`config.mk`:
```
export PLATFORM = sky130hd
export DESIGN_NAME = lru_page_replacement
export DESIGN_NICKNAME = d
export VERILOG_FILES = /design/src/lrupr_pkg.sv /design/src/lrupr_page_mem.sv /design/src/lrupr_scan.sv /design/src/lru_page_replacement.sv
export SDC_FILE = /design/constraint.sdc
export NUM_CORES = 1
export LEC_CHECK = 0
export ABC_AREA = 1
export BUFFER_PORTS_ARGS = -buffer_cell sky130_fd_sc_hd__buf_2
export CAP_MARGIN = 20
export CORE_MARGIN = 5
export CORE_UTILIZATION = 60
export DETAILED_ROUTE_END_ITERATION = 16
export PLACE_DENSITY = 0.84
export SETUP_SLACK_MARGIN = 0.15
export SLEW_MARGIN = 20
export SYNTH_ARGS = -nofsm -noshare
export SYNTH_HDL_FRONTEND = slang
export SYNTH_SLANG_ARGS = --single-unit
export TNS_END_PERCENT = 1
```
`constraint.sdc`:
```
create_clock -name clk -period 4.18 [get_ports clk]
set_clock_uncertainty 0.1 [all_clocks]
set_input_delay 0.209 -clock clk [delete_from_list [all_inputs] [get_ports clk]]
set_output_delay 0.209 -clock clk [all_outputs]
set_load 0.005 [all_outputs]
```
`src/lrupr_pkg.sv`:
```
// ----------------------------------------------------------------------------
// lrupr_pkg
// Shared types and constants for the LRU page replacement unit.
// ----------------------------------------------------------------------------
package lrupr_pkg;

    localparam int FRAMES_DEF    = 8;
    localparam int PAGE_BITS_DEF = 16;

    localparam int FIU_W      = 4;
    localparam int SLOT_OUT_W = 3;
    localparam int COUNT_W    = 32;

    localparam logic [FIU_W-1:0]   FIU_RESET = 4'd8;
    localparam logic [COUNT_W-1:0] COUNT_MAX = 32'hFFFF_FFFF;

    typedef enum logic [3:0] {
        ST_IDLE   = 4'b0001,
        ST_SCAN   = 4'b0010,
        ST_DECIDE = 4'b0100,
        ST_AGE    = 4'b1000
    } state_t;

    typedef struct packed {
        logic done;
        logic hit;
        logic evict;
    } lrupr_res_t;

endpackage

```
`src/lrupr_page_mem.sv`:
```
// ----------------------------------------------------------------------------
// lrupr_page_mem
// Resident page store: one write port, one read port, registered read data.
// ----------------------------------------------------------------------------
module lrupr_page_mem #(
    parameter int DEPTH = 8,
    parameter int AW    = 3,
    parameter int DW    = 16
) (
    input  logic          clk,
    input  logic          wr_en,
    input  logic [AW-1:0] wr_addr,
    input  logic [DW-1:0] wr_data,
    input  logic          rd_en,
    input  logic [AW-1:0] rd_addr,
    output logic [DW-1:0] rd_data
);

    logic [DW-1:0] mem [DEPTH];

    always_ff @(posedge clk)
    begin
        if (wr_en)
        begin
            mem[wr_addr] <= wr_data;
        end
    end

    always_ff @(posedge clk)
    begin
        if (rd_en)
        begin
            rd_data <= mem[rd_addr];
        end
    end

endmodule

```
`src/lrupr_scan.sv`:
```
// ----------------------------------------------------------------------------
// lrupr_scan
// Frame sequencer: serial lookup over the page store, victim choice and a
// serial ageing pass, one frame per cycle through a shared compare unit.
// ----------------------------------------------------------------------------
module lrupr_scan #(
    parameter int FRAMES    = 8,
    parameter int PAGE_BITS = 16,
    parameter int SLOT_W    = 3,
    parameter int AGE_W     = 3,
    parameter int CNT_W     = 4
) (
    input  logic                  clk,
    input  logic                  rst_n,
    input  logic                  start,
    input  logic [PAGE_BITS-1:0]  page,
    input  logic [CNT_W-1:0]      n_active,
    output logic                  busy,
    output lrupr_pkg::lrupr_res_t res,
    output logic [SLOT_W-1:0]     res_slot,
    output logic [PAGE_BITS-1:0]  res_ev_page
);

    import lrupr_pkg::*;

    localparam logic [AGE_W-1:0] AGE_MAX = AGE_W'(FRAMES - 1);

    state_t                state_reg, state_next;
    logic [SLOT_W-1:0]     idx_reg, idx_next;
    logic [SLOT_W-1:0]     evi_reg, evi_next;
    logic                  pend_reg, pend_next;
    logic [PAGE_BITS-1:0]  page_reg, page_next;
    logic [FRAMES-1:0]     valid_reg, valid_next;
    logic [AGE_W-1:0]      age_reg [FRAMES];
    logic [AGE_W-1:0]      age_wr;
    logic                  age_we;
    logic                  hitf_reg, hitf_next;
    logic [SLOT_W-1:0]     hits_reg, hits_next;
    logic [AGE_W-1:0]      hita_reg, hita_next;
    logic                  empf_reg, empf_next;
    logic [SLOT_W-1:0]     emps_reg, emps_next;
    logic [SLOT_W-1:0]     bests_reg, bests_next;
    logic [AGE_W-1:0]      besta_reg, besta_next;
    logic [PAGE_BITS-1:0]  bestp_reg, bestp_next;
    logic [SLOT_W-1:0]     slot_reg, slot_next;
    logic [AGE_W-1:0]      old_reg, old_next;
    logic                  wasv_reg, wasv_next;
    logic                  evict_reg, evict_next;

    logic                  rd_en;
    logic [PAGE_BITS-1:0]  rd_data;
    logic                  wr_en;
    logic [SLOT_W-1:0]     dec_slot;
    logic [SLOT_W-1:0]     age_idx;
    logic [AGE_W-1:0]      age_cur;
    logic                  last_j;

    assign rd_en    = (state_reg == ST_SCAN) && (int'(idx_reg) < int'(n_active));
    assign wr_en    = (state_reg == ST_DECIDE) && !hitf_reg;
    assign dec_slot = hitf_reg ? hits_reg : (empf_reg ? emps_reg : bests_reg);
    assign age_idx  = (state_reg == ST_AGE) ? idx_reg : evi_reg;
    assign age_cur  = age_reg[age_idx];
    assign last_j   = (int'(idx_reg) == int'(n_active) - 1);

    lrupr_page_mem #(
        .DEPTH (FRAMES),
        .AW    (SLOT_W),
        .DW    (PAGE_BITS)
    ) u_page_mem (
        .clk     (clk),
        .wr_en   (wr_en),
        .wr_addr (dec_slot),
        .wr_data (page_reg),
        .rd_en   (rd_en),
        .rd_addr (idx_reg),
        .rd_data (rd_data)
    );

    always_comb
    begin
        state_next = state_reg;
        idx_next   = idx_reg;
        evi_next   = evi_reg;
        pend_next  = 1'b0;
        page_next  = page_reg;
        valid_next = valid_reg;
        hitf_next  = hitf_reg;
        hits_next  = hits_reg;
        hita_next  = hita_reg;
        empf_next  = empf_reg;
        emps_next  = emps_reg;
        bests_next = bests_reg;
        besta_next = besta_reg;
        bestp_next = bestp_reg;
        slot_next  = slot_reg;
        old_next   = old_reg;
        wasv_next  = wasv_reg;
        evict_next = evict_reg;
        age_we     = 1'b0;
        age_wr     = age_cur;

        unique case (state_reg)
            ST_IDLE:
            begin
                if (start)
                begin
                    page_next  = page;
                    idx_next   = '0;
                    hitf_next  = 1'b0;
                    empf_next  = 1'b0;
                    state_next = ST_SCAN;
                end
            end
            ST_SCAN:
            begin
                if (rd_en)
                begin
                    evi_next  = idx_reg;
                    pend_next = 1'b1;
                    idx_next  = idx_reg + 1'b1;
                end
                if (pend_reg)
                begin
                    if (!hitf_reg && valid_reg[evi_reg] && (rd_data == page_reg))
                    begin
                        hitf_next = 1'b1;
                        hits_next = evi_reg;
                        hita_next = age_cur;
                    end
                    if (!empf_reg && !valid_reg[evi_reg])
                    begin
                        empf_next = 1'b1;
                        emps_next = evi_reg;
                    end
                    if ((evi_reg == '0) || (age_cur > besta_reg))
                    begin
                        bests_next = evi_reg;
                        besta_next = age_cur;
                        bestp_next = rd_data;
                    end
                    if (int'(evi_reg) == int'(n_active) - 1)
                    begin
                        state_next = ST_DECIDE;
                    end
                end
            end
            ST_DECIDE:
            begin
                slot_next  = dec_slot;
                wasv_next  = hitf_reg || !empf_reg;
                old_next   = hitf_reg ? hita_reg : besta_reg;
                evict_next = !hitf_reg && !empf_reg;
                valid_next[dec_slot] = 1'b1;
                idx_next   = '0;
                state_next = ST_AGE;
            end
            ST_AGE:
            begin
                age_we = 1'b1;
                if (idx_reg == slot_reg)
                begin
                    age_wr = '0;
                end
                else if (valid_reg[idx_reg] && (!wasv_reg || (age_cur < old_reg))
                         && (age_cur < AGE_MAX))
                begin
                    age_wr = age_cur + 1'b1;
                end
                idx_next = idx_reg + 1'b1;
                if (last_j)
                begin
                    state_next = ST_IDLE;
                end
            end
            default:
            begin
                state_next = ST_IDLE;
            end
        endcase
    end

    always_ff @(posedge clk or negedge rst_n)
    begin
        if (!rst_n)
        begin
            state_reg <= ST_IDLE;
            pend_reg  <= 1'b0;
            valid_reg <= '0;
            for (int i = 0; i < FRAMES; i++)
            begin
                age_reg[i] <= '0;
            end
        end
        else
        begin
            state_reg <= state_next;
            pend_reg  <= pend_next;
            valid_reg <= valid_next;
            if (age_we)
            begin
                age_reg[idx_reg] <= age_wr;
            end
        end
    end

    always_ff @(posedge clk)
    begin
        idx_reg   <= idx_next;
        evi_reg   <= evi_next;
        page_reg  <= page_next;
        hitf_reg  <= hitf_next;
        hits_reg  <= hits_next;
        hita_reg  <= hita_next;
        empf_reg  <= empf_next;
        emps_reg  <= emps_next;
        bests_reg <= bests_next;
        besta_reg <= besta_next;
        bestp_reg <= bestp_next;
        slot_reg  <= slot_next;
        old_reg   <= old_next;
        wasv_reg  <= wasv_next;
        evict_reg <= evict_next;
    end

    assign busy        = (state_reg != ST_IDLE);
    assign res.done    = (state_reg == ST_AGE) && last_j;
    assign res.hit     = hitf_reg;
    assign res.evict   = evict_reg;
    assign res_slot    = slot_reg;
    assign res_ev_page = bestp_reg;

endmodule

```
`src/lru_page_replacement.sv`:
```
// An accepted request passes through a scan state, which streams the page store
// past the compare unit one frame per cycle over the n active frames (frames_in_use
// clamped to 1..FRAMES), a decide state that picks the slot and writes the page on
// a miss, and an ageing pass over the frames. The result is registered and
// follows in the cycle after the ageing pass ends, with done high for a single
// cycle; it must be taken then, as there is no back-pressure. start may be raised
// again as soon as busy drops. Write frames_in_use through cfg_wr_en/cfg_wr_data
// only while the unit is idle; the block itself does not enforce this.
// ----------------------------------------------------------------------------
// lru_page_replacement
// LRU page replacement unit: lookup, fault handling, victim choice, counts.
// ----------------------------------------------------------------------------
module lru_page_replacement #(
    parameter int FRAMES    = lrupr_pkg::FRAMES_DEF,
    parameter int PAGE_BITS = lrupr_pkg::PAGE_BITS_DEF
) (
    input  logic                             clk,
    input  logic                             rst_n,
    input  logic                             start,
    input  logic [PAGE_BITS-1:0]             page,
    output logic                             busy,
    input  logic                             cfg_wr_en,
    input  logic [lrupr_pkg::FIU_W-1:0]      cfg_wr_data,
    output logic                             done,
    output logic                             hit,
    output logic [lrupr_pkg::SLOT_OUT_W-1:0] slot,
    output logic                             evicted_valid,
    output logic [PAGE_BITS-1:0]             evicted_page,
    output logic [lrupr_pkg::COUNT_W-1:0]    fault_count,
    output logic [lrupr_pkg::COUNT_W-1:0]    reference_count
);

    import lrupr_pkg::*;

    localparam int SLOT_W = (FRAMES > 1) ? $clog2(FRAMES) : 1;
    localparam int AGE_W  = SLOT_W;
    localparam int CNT_W  = $clog2(FRAMES + 1);

    logic [FIU_W-1:0]     fiu_reg;
    logic [CNT_W-1:0]     n_active;
    lrupr_res_t           res;
    logic [SLOT_W-1:0]    res_slot;
    logic [PAGE_BITS-1:0] res_ev_page;

    logic [COUNT_W-1:0]   ref_total_reg, ref_total_next;
    logic [COUNT_W-1:0]   fault_total_reg, fault_total_next;
    logic                 done_reg;
    logic                 hit_reg;
    logic [SLOT_W-1:0]    slot_reg;
    logic                 evv_reg;
    logic [PAGE_BITS-1:0] evp_reg;

    always_comb
    begin
        if (fiu_reg == '0)
        begin
            n_active = CNT_W'(1);
        end
        else if (int'(fiu_reg) > FRAMES)
        begin
            n_active = CNT_W'(FRAMES);
        end
        else
        begin
            n_active = CNT_W'(fiu_reg);
        end
    end

    lrupr_scan #(
        .FRAMES    (FRAMES),
        .PAGE_BITS (PAGE_BITS),
        .SLOT_W    (SLOT_W),
        .AGE_W     (AGE_W),
        .CNT_W     (CNT_W)
    ) u_scan (
        .clk         (clk),
        .rst_n       (rst_n),
        .start       (start),
        .page        (page),
        .n_active    (n_active),
        .busy        (busy),
        .res         (res),
        .res_slot    (res_slot),
        .res_ev_page (res_ev_page)
    );

    // saturating running counts
    assign ref_total_next   = (ref_total_reg == COUNT_MAX) ? ref_total_reg
                                                           : ref_total_reg + 1'b1;
    assign fault_total_next = (res.hit || (fault_total_reg == COUNT_MAX)) ? fault_total_reg
                                                           : fault_total_reg + 1'b1;

    always_ff @(posedge clk or negedge rst_n)
    begin
        if (!rst_n)
        begin
            fiu_reg         <= FIU_RESET;
            ref_total_reg   <= '0;
            fault_total_reg <= '0;
            done_reg        <= 1'b0;
        end
        else
        begin
            if (cfg_wr_en)
            begin
                fiu_reg <= cfg_wr_data;
            end
            done_reg <= res.done;
            if (res.done)
            begin
                ref_total_reg   <= ref_total_next;
                fault_total_reg <= fault_total_next;
            end
        end
    end

    always_ff @(posedge clk)
    begin
        if (res.done)
        begin
            hit_reg  <= res.hit;
            slot_reg <= res_slot;
            evv_reg  <= res.evict;
            evp_reg  <= res.evict ? res_ev_page : '0;
        end
    end

    assign done            = done_reg;
    assign hit             = hit_reg;
    assign slot            = SLOT_OUT_W'(slot_reg);
    assign evicted_valid   = evv_reg;
    assign evicted_page    = evp_reg;
    assign fault_count     = fault_total_reg;
    assign reference_count = ref_total_reg;

endmodule

```
==> reports/metrics.yaml <==
outcome: "completed"
timing_max_transition_violations_final: 0
global_route_wire_length_before_repair_um: 54200
setup_viol: 0
slew_margin_rel: 0.396
dieHeight_um: 165
layout.area.seq_um2: 9500
power_density_nw_per_um2: 575
via_count_of_the_first_global_routing_pass: 10300
routedWlPerCell_um: 19.0
postRouteAntennaNets: 0
dpl.hpwl_um: 22200
grt_remaining_overflow: 0
insertedDiodeCount: 0
coreArea_um2: 23600
io-pin-count: 111
relative_area_change_from_synthesis_to_final_layout_pct: 16.3
std_cell_rows: 56
maxCapViolCount: 0
finish.net_count: 1529
yosysSeqAreaShare: 0.657
cpPeakStageDelay_ns: 0.42
grt_max_degree: 78
tritoncts_clock_tree: "yes"
cts_htree_levels: 2
ys_top_cells_by_count: "255 x sky130_fd_sc_hd__nand2_1, 228 x sky130_fd_sc_hd__edfxtp_1, 183 x sky130_fd_sc_hd__nor2_1"
worst_setup_hold_path_clk_slew_ns: 0.06
cell_with_the_most_instances_after_synthesis: "sky130_fd_sc_hd__nand2_1"
timing.critical_path.arrival_ns: 3.66
crit_chain: "inv_1, a21oi_1, nor2_1, inv_1, ha_1, xor2_2, xor2_1, o211ai_2, nor2_8, nand2_4, clkinv_4, nand2_4, nor2_4, nand2_4, nor2_4, nand2_1, nand2_1, nand2_1"
final_layout_size_suffix_gt1_frac: 0.151
syn_area_um2: 14500
synth_area_per_cell_um2: 10.9
overall_die_area_um2: 27300
multi_input_area_um2: 4340
place_congestion: 0.935
synth_top_cell_by_area: "sky130_fd_sc_hd__edfxtp_1"
antenna_found_initial: 0
post-synth-top-area-fraction: 0.473
start_kind: "flop"
initial_utilization: 0.613
fmax_ghz: 0.298
timing_worst_slew_pin_value_ns: 0.906
layout_min_cycle_time_ns: 3.35
synth_flop_cell: "sky130_fd_sc_hd__edfxtp_1"
post-route-period-util: 0.803
timing.critical_path.buf_inv: 3
number_of_enable_type_register_cells_in_the_synthesized_netlist: 228
leakage_power_figure_nw: 7.23
detailedPlace.worstSlack_ns: 0.904
clock_sink_count: 334
die_x_um: 165
finalHoldViolations: 0
vias: 10700
wirelength_um: 34800
largest_register_ff_count: 128
detail_route.drc_violations: 0
worst-endpoint-required_ns: 4.48
ys_ff_latch: 334
final_design_area_no_fill_um2: 16800
start_to_end_type_of_the_worst_setup_path: "flop to flop"
clk_latency_ns: 0.52
filler_cell_count: 1539
syn-num-nets: 1365
drt-pass1-iter-count: 7
crit_path_end_kind: "flop"
route.detailed.vias_per_inst: 5.81
ys_async_sr_fraction: 0.317
cts_inserted_buffers: 35
slowest_stage: "sky130_fd_sc_hd__dfrtp_1"
grt_setup_unrepaired: "false"
place_area_um2: 15400
critical-path-top-delay-family: "simple AND/OR/NAND/NOR gates"
worstPathMaxFanout: 25
worstSetupPathDepth: 18
synth_top_cells_by_area: "sky130_fd_sc_hd__edfxtp_1 47%, sky130_fd_sc_hd__dfrtp_1 18%, sky130_fd_sc_hd__nand2_1 6.6%"
setup_total_negative_slack_ns: 0
rr_worst_depth: 18
synth_cell_type_count: 52
setup_slack_ns: 0.825
registers.top_by_ff_count: "u_scan.u_page_mem.mem"
drt_iter0_drc: 1390
syn_inst: 1328
irDropWorstVdd_mv: 0.382
grt_usage: 0.255
worstHoldPathType: "primary input to async pin"
ctsRootBufferMaster: "sky130_fd_sc_hd__clkbuf_16"
numPortBuffers: 110
synth-warning-count: 0
clock_path_buffers: 3
-- stage by stage --
step | util | cells | hold WS, ns | power, mW
floorplan | - | 1328 | -0.187 | 5.87
CTS | 0.712 | 1835 | 0.280 | 9.65
global route | 0.713 | 1835 | 0.284 | 10.1
detailed placement | 0.653 | 1745 | 0.287 | 6.64
global placement | 0.653 | 1745 | 0.286 | 6.54
finish | 0.713 | 1835 | 0.227 | 9.67
-- per-layer routing --
metal	wire length (um)	GRT usage	part of all wire
met1	13500	0.339	0.39
met2	16400	0.424	0.47
met3	3610	0.0464	0.10
met4	1180	0.0971	0.034
met5	0	0	0
-- cell usage in the layout (no fill, tap or decap), types with 5 or more instances in the layout --
master	netlist	final
sky130_fd_sc_hd__nand2_1	255	255
sky130_fd_sc_hd__edfxtp_1	228	228
sky130_fd_sc_hd__nor2_1	183	180
sky130_fd_sc_hd__inv_1	123	123
sky130_fd_sc_hd__buf_2	4	109
sky130_fd_sc_hd__dfrtp_1	104	104
sky130_fd_sc_hd__o21ai_0	87	87
sky130_fd_sc_hd__nand3_1	67	67
sky130_fd_sc_hd__xor2_1	51	51
sky130_fd_sc_hd__clkbuf_16	0	37
sky130_fd_sc_hd__nand4_1	30	30
sky130_fd_sc_hd__dlygate4sd3_1	0	29
sky130_fd_sc_hd__xnor2_1	21	21
sky130_fd_sc_hd__nor3_1	21	20
sky130_fd_sc_hd__a21oi_1	18	18
sky130_fd_sc_hd__buf_4	1	18
sky130_fd_sc_hd__o2111ai_1	15	15
sky130_fd_sc_hd__nor4_1	13	13
sky130_fd_sc_hd__ha_1	13	13
sky130_fd_sc_hd__nand2_2	10	10
sky130_fd_sc_hd__nor2_2	5	8
sky130_fd_sc_hd__clkbuf_1	17	8
sky130_fd_sc_hd__inv_2	6	6
sky130_fd_sc_hd__nand2_4	6	6
sky130_fd_sc_hd__clkinv_2	0	5
-- final cells by class --
| type | instances | share of cell area |
|---|---|---|
| flip-flops and latches | 334 | 0.565 |
| multi-input cells | 833 | 0.258 |
| clock buffers | 49 | 0.0601 |
| repair buffers | 157 | 0.0584 |
| inverters | 131 | 0.0295 |
| well taps | 319 | 0.0237 |
| clock inverters | 12 | 0.00580 |
-- report_power, final --
group	switching, mW	internal, mW
clock network	1.23	1.75
registers	0.411	4.14
logic	1.51	0.633
-- logic make-up (layout without fill, tap and decap cells) --
family          Yosys count  in the layout  share of synthesized area
mux                       1              1                   0.000778
xor+xnor                 73             73                     0.0447
flops                   334            334                      0.657
fa+ha+maj                13             13                     0.0112
buf+inv                 161            349                     0.0443
simple gates            609            609                      0.187
compound gates          137            137                     0.0549
-- repair_timing --
action                    CTS  global route
hold buffers               29             0
buffers inserted            0             0
resized for setup           0             0
hold endpoints to repair   95             0
-- final timing paths --
path,start,endpoint,slack [ns]
worst max-delay path,fiu_reg[2]$_DFFE_PN0P_,reference_count[18]$_DFFE_PN0P_,0.83
worst min-delay path,rst_n,fault_count[22]$_DFFE_PN0P_,0.23
worst max register to register,fiu_reg[2]$_DFFE_PN0P_,reference_count[18]$_DFFE_PN0P_,0.83
worst min register to register,u_scan.u_page_mem.rd_data[7]$_DFFE_PP_,u_scan.res_ev_page[7]$_DFFE_PP_,0.36
max in group asynchronous,rst_n,u_scan.age_reg[0]$_DFFE_PN0P_,2.83
min in group clk,page[10],u_scan.page_reg[10]$_DFFE_PP_,0.29
No activity file was read; power rests on OpenSTA's default activity.
